===== config.mk =====
export PLATFORM = sky130hd
export DESIGN_NAME = tccw_ctrl
export DESIGN_NICKNAME = d
export VERILOG_FILES = /design/src/tccw_pkg.sv /design/src/tccw_ctrl.sv
export SDC_FILE = /design/constraint.sdc
export NUM_CORES = 1
export LEC_CHECK = 0
export BUFFER_PORTS_ARGS = -buffer_cell sky130_fd_sc_hd__buf_4
export CORE_AREA = 2 2 41 43
export CTS_CLUSTER_DIAMETER = 40
export DETAILED_ROUTE_END_ITERATION = 10
export DIE_AREA = 0 0 43 45
export PLACE_DENSITY = 0.65
export SETUP_SLACK_MARGIN = 0.1
export SLEW_MARGIN = 20
export SYNTH_ARGS = -nofsm -noshare
export SYNTH_HDL_FRONTEND = slang
export SYNTH_SLANG_ARGS = --single-unit

===== constraint.sdc =====
create_clock -name i_clk -period 2.3 [get_ports i_clk]
set_input_delay 0.345 -clock i_clk [delete_from_list [all_inputs] [get_ports i_clk]]
set_output_delay 0.345 -clock i_clk [all_outputs]
set_load 0.05 [all_outputs]

===== src/tccw_pkg.sv =====
// Shared types and constants for the text console cell writer.
// Depends on nothing; the controller, datapath and top level refer to it by scoped names.
package tccw_pkg;

    localparam int DEF_ROWS    = 25;
    localparam int DEF_COLUMNS = 80;

    localparam int ROW_W   = 5;
    localparam int COL_W   = 7;
    localparam int CHAR_W  = 8;
    localparam int ATTR_W  = 8;
    localparam int BLANK_W = 7;
    localparam int CELL_W  = CHAR_W + ATTR_W;
    localparam int KIND_W  = 3;

    localparam logic [ATTR_W-1:0] RESET_ATTR = 8'h07;
    localparam logic [CHAR_W-1:0] BLANK_CHAR = 8'h00;

    typedef enum logic [KIND_W-1:0] {
        KIND_SHOW       = 3'd0,
        KIND_SHOW_ATTR  = 3'd1,
        KIND_CLEAR      = 3'd2,
        KIND_SET_CURSOR = 3'd3,
        KIND_READ_CELL  = 3'd4
    } t_kind;

    typedef struct packed {
        logic latch;
        logic sweep_clr;
        logic sweep_step;
        logic wr_reset;
        logic wr_blank;
        logic wr_show;
        logic copy_rd;
        logic rd_target;
        logic cur_advance;
        logic cur_set;
        logic cur_home;
        logic cur_bottom;
        logic finish;
    } t_dp_cmd;

    typedef struct packed {
        logic sweep_last;
        logic copy_last;
        logic at_last_cell;
    } t_dp_stat;

endpackage


===== src/tccw_ctrl.sv =====
// Controller state machine: sequences each request and the memory sweeps.
// Depends on tccw_pkg; drives the datapath through t_dp_cmd.
module tccw_ctrl (
    input  logic                               i_clk,
    input  logic                               i_rst_n,
    input  logic                               i_start,
    input  logic [tccw_pkg::KIND_W-1:0]        i_kind,
    input  tccw_pkg::t_dp_stat                 i_stat,
    output tccw_pkg::t_dp_cmd                  o_cmd,
    output logic                               o_busy,
    output logic                               o_done
);

    typedef enum logic [3:0] {
        ST_INIT,
        ST_IDLE,
        ST_SHOW,
        ST_COPY,
        ST_DRAIN,
        ST_BLANK,
        ST_CLEAR,
        ST_SET,
        ST_NOP,
        ST_READ,
        ST_READ_DATA
    } t_state;

    t_state r_state;
    t_state n_state;
    logic   r_done;
    tccw_pkg::t_dp_cmd cmd;

    always_comb begin
        n_state = r_state;
        cmd     = '0;
        unique case (r_state)
            ST_INIT: begin
                cmd.wr_reset   = 1'b1;
                cmd.sweep_step = 1'b1;
                if (i_stat.sweep_last) begin
                    cmd.sweep_clr = 1'b1;
                    n_state       = ST_IDLE;
                end
            end
            ST_IDLE: begin
                if (i_start) begin
                    cmd.latch = 1'b1;
                    unique case (i_kind)
                        tccw_pkg::KIND_SHOW,
                        tccw_pkg::KIND_SHOW_ATTR:  n_state = ST_SHOW;
                        tccw_pkg::KIND_CLEAR: begin
                            cmd.sweep_clr = 1'b1;
                            n_state       = ST_CLEAR;
                        end
                        tccw_pkg::KIND_SET_CURSOR: n_state = ST_SET;
                        tccw_pkg::KIND_READ_CELL:  n_state = ST_READ;
                        default:                   n_state = ST_NOP;
                    endcase
                end
            end
            ST_SHOW: begin
                cmd.wr_show     = 1'b1;
                cmd.cur_advance = 1'b1;
                if (i_stat.at_last_cell) begin
                    cmd.sweep_clr = 1'b1;
                    n_state       = ST_COPY;
                end else begin
                    cmd.finish = 1'b1;
                    n_state    = ST_IDLE;
                end
            end
            ST_COPY: begin
                cmd.copy_rd    = 1'b1;
                cmd.sweep_step = 1'b1;
                if (i_stat.copy_last) begin
                    n_state = ST_DRAIN;
                end
            end
            ST_DRAIN: begin
                n_state = ST_BLANK;
            end
            ST_BLANK: begin
                cmd.wr_blank   = 1'b1;
                cmd.sweep_step = 1'b1;
                if (i_stat.sweep_last) begin
                    cmd.cur_bottom = 1'b1;
                    cmd.finish     = 1'b1;
                    n_state        = ST_IDLE;
                end
            end
            ST_CLEAR: begin
                cmd.wr_blank   = 1'b1;
                cmd.sweep_step = 1'b1;
                if (i_stat.sweep_last) begin
                    cmd.cur_home = 1'b1;
                    cmd.finish   = 1'b1;
                    n_state      = ST_IDLE;
                end
            end
            ST_SET: begin
                cmd.cur_set = 1'b1;
                cmd.finish  = 1'b1;
                n_state     = ST_IDLE;
            end
            ST_NOP: begin
                cmd.finish = 1'b1;
                n_state    = ST_IDLE;
            end
            ST_READ: begin
                cmd.rd_target = 1'b1;
                n_state       = ST_READ_DATA;
            end
            ST_READ_DATA: begin
                cmd.finish = 1'b1;
                n_state    = ST_IDLE;
            end
            default: begin
                n_state = ST_IDLE;
            end
        endcase
    end

    always_ff @(posedge i_clk) begin
        if (!i_rst_n) begin
            r_state <= ST_INIT;
            r_done  <= 1'b0;
        end else begin
            r_state <= n_state;
            r_done  <= cmd.finish;
        end
    end

    assign o_cmd  = cmd;
    assign o_busy = (r_state != ST_IDLE);
    assign o_done = r_done;

endmodule


==> impl_metrics.sql <==
INSERT INTO impl_metrics (metric_group, metric, value, unit) VALUES
('detailed_routing', 'antenna_left', '0', ''),
('setup_path', 'critical_path.max_stage_delay', '0.70', 'ns'),
('sta', 'rsz_0062_raised_after_global_routing', 'no', ''),
('logic_synthesis', 'synth.cell_area', '551', 'um2'),
('logic_synthesis', 'synthFlopType', 'dfxtp_1', ''),
('detailed_routing', 'detailedRoute.firstPassIterationCount', '4', ''),
('setup_path', 'worstSetupEndpointType', 'output port', ''),
('detailed_routing', 'routed_via_density', '5.23', ''),
('setup_path', 'register_to_register_setup_slack', '0.78', 'ns'),
('clocking', 'post_cts_buffers', '0', ''),
('detailed_routing', 'wl_per_cell', '11.4', 'um'),
('logic_synthesis', 'yosysSeqAreaShare', '0.182', ''),
('global_routing', 'grt_first_pass_wirelength', '2.19', 'mm'),
('logic_synthesis', 'netlist.top_cell.by_area', 'dfxtp_1', ''),
('floorplan', 'die_width', '43', 'um'),
('global_routing', 'grt.overflow.total', '0', ''),
('global_routing', 'antenna_found_initial', '0', ''),
('logic_synthesis', 'ys_async_sr_fraction', '0', ''),
('pwr', 'netSwitchingPower', '0.000221', 'W'),
('sta', 'tns', '0', 'ns'),
('floorplan', 'chipHeight', '45', 'um'),
('sta', 'final.setup_skew', '0.00110', 'ns'),
('pwr', 'seq_power_share', '0.250', ''),
('setup_path', 'critPathSlowestCell', 'dfxtp_1', ''),
('worst_hold_path', 'hold_path_depth', '2', ''),
('detailed_routing', 'drt-initial-drc-count', '18', ''),
('finish', 'area_growth_syn_to_layout', '33.4', '%'),
('logic_synthesis', 'combinational_family_with_the_most_area_after_synthesis', 'simple AND/OR/NAND/NOR gates', ''),
('setup_path', 'critical_path_peak_fanout', '17', ''),
('sta', 'relSlewSlack', '0.591', ''),
('setup_path', 'path_class', 'reg -> out', ''),
('global_routing', 'grt_start_max_net_pins', '18', ''),
('detailed_routing', 'route.detailed.drc', '0', ''),
('clocking', 'clock_tree_from_tritoncts', 'done', ''),
('finish', 'fillCellCount', '163', ''),
('logic_synthesis', 'number_of_synthesis_warnings', '0', ''),
('pwr', 'ir_drop', '0.312', 'mV'),
('logic_synthesis', 'postSynthAreaPerCell', '7.34', 'um2'),
('setup_path', 'crit_path_start', 'r_state[2]', ''),
('outcome', 'outcome', 'completed', ''),
('placed_design', 'port_buffer_count', '23', ''),
('sta', 'achievable-frequency', '501', 'MHz'),
('setup_path', 'setup.worst_path.start_class', 'flip-flop', ''),
('floorplan', 'die-area', '1940', 'um2'),
('detailed_routing', 'routed-via-count', '586', ''),
('setup_path', 'worstPathRequired', '1.96', 'ns'),
('clocking', 'cts.htree.levels', '1', ''),
('setup_path', 'worstReg2RegStart', 'r_state[2]', ''),
('detailed_routing', 'detail_route.wirelength', '1.28', 'mm'),
('clocking', 'root_buffer', 'clkbuf_4', ''),
('finish', 'final-seq-area', '101', 'um2'),
('clocking', 'cts_sinks', '5', ''),
('setup_path', 'crit-reg2reg-capture', 'r_state[1]', ''),
('pwr', 'pwr_density_cell', '648', 'nW/um2'),
('logic_synthesis', 'synth_xor_xnor_area_share', '0.0318', ''),
('logic_synthesis', 'synth_largest_type_area_fraction', '0.182', ''),
('floorplan', 'core_area', '1470', 'um2'),
('logic_synthesis', 'synth.distinct_cells', '31', ''),
('sta', 'final.period_utilization', '0.867', ''),
('global_routing', 'track_usage', '0.154', ''),
('finish', 'multi_input_comb_area', '392', 'um2'),
('floorplan', 'top_level_ports', '24', ''),
('logic_synthesis', 'synth_top_cells_by_area', 'dfxtp_1, mux2i_1, nand2b_1', ''),
('floorplan', 'rows', '14', ''),
('sta', 'pnr_worst_setup_slack', '0.305', 'ns'),
('pwr', 'pwr-share-comb', '0.532', ''),
('logic_synthesis', 'synth.area.mux_share', '0.0727', ''),
('logic_synthesis', 'synthAdderAreaFrac', '0.0182', ''),
('sta', 'finalWorstPathRequiredPeriod', '1.99', 'ns'),
('finish', 'diodes', '0', ''),
('sta', 'drv_slew', '0', '');
[synth_stat cells, drive strengths merged, types with 2 or more instances]
cell,instances
nor4,3
inv,2
buf,7
a21oi,3
mux2i,4
and2,2
nor3b,2
o21ai,3
dfxtp,5
nand2,6
and3,2
nand3b,3
nor2,9
nand2b,6
nor3,3
nor2b,4
[layout by cell type (no fill, tap or decap)]
master,n
buf_4,25
nor2_1,9
nand2b_1,6
nand2_1,6
nor2b_1,4
mux2i_1,4
dfxtp_1,4
nand3b_1,3
clkbuf_4,3
nor3b_1,2
and3_1,2
nor4_1,2
nor3_1,2
and2_1,2
inv_1,2
a21oi_1,2
o21ai_0,2
nor3_2,1
nor4_2,1
a21o_1,1
maj3_1,1
o31ai_1,1
xnor2_1,1
xor2_1,1
o21ai_1,1
a21oi_2,1
o32ai_1,1
or3b_1,1
a211oi_2,1
a2111oi_1,1
o41ai_1,1
clkbuf_1,1
dfxtp_2,1
[final cells by class]
class,count,area share
multi-input combinational,60,0.533
timing repair buffer,25,0.256
sequential,5,0.138
clock buffer,4,0.0358
tap,16,0.0273
inverter,2,0.0102
[timing repair]
| action | CTS | global route |
|---|---|---|
| gates resized for setup | 0 | 1 |
| endpoints found under the setup margin | 0 | 1 |
| hold buffers | 0 | 0 |
[sequential cells by signal, summed over array words and instances (netlist names)]
name and count:
o_done 1, r_state 4
[stage by stage]
stage	hold slack, ns	total power (W)	utilization	cell area (um2)	cells
3_3_place_gp	0.612	0.000371	0.480	707	108
3_5_place_dp	0.616	0.000373	0.480	707	108
5_1_grt	0.360	0.000507	0.499	734	112
2_1_floorplan	0.465	0.000316	-	562	75
6_report	0.364	0.000476	0.499	734	112
4_1_cts	0.361	0.000478	0.498	733	112
[worst max path at each step]
| stage | to | slack [ns] | cells past startpoint |
|---|---|---|---|
| global placement | o_cmd[10] | 0.56 | 5 |
| CTS | o_cmd[10] | 0.23 | 5 |
| global route | o_cmd[11] | 0.19 | 4 |
| finish | o_cmd[11] | 0.31 | 4 |
| detailed placement | o_cmd[10] | 0.50 | 5 |
| floorplan | o_cmd[5] | 0.12 | 3 |
[cell families after synthesis]
| kind of cell | Yosys count |
|---|---|
| and+or+nand+nor | 41 |
| AOI/OAI and AO/OA | 12 |
| buffers and inverters | 10 |
| DFF | 5 |
| muxes | 4 |
| xor gates and xnor gates | 2 |
| adders and majority gates | 1 |
[metal layers]
layer	part of all wire	wire length, um	up-vias	GRT usage
li1	-	-	303	-
met4	0.021	27	0	0.0909
met5	0	0	-	0
met2	0.42	543	27	0.215
met3	0.095	122	4	0.0520
met1	0.46	585	252	0.207
[worst max-delay path: cells and delay by family (launching register included)]
| kind | cells | cell delay, ns |
|---|---|---|
| flip-flops | 1 | 0.70 |
| AND/OR/NAND/NOR | 2 | 0.36 |
| buffers and inverters | 1 | 0.18 |
| AO/OA/AOI/OAI | 1 | 0.15 |
[power by group through the flow]
stage                     logic [W]  registers (W)  clock network (W)
after floorplan            0.000212       0.000104                  0
after global placement     0.000253       0.000119                  0
after detailed placement   0.000254       0.000119                  0
after CTS                  0.000255       0.000117           0.000106
after global routing       0.000270       0.000121           0.000116
final                      0.000253       0.000119           0.000104
(Power assumes the default switching activity.)
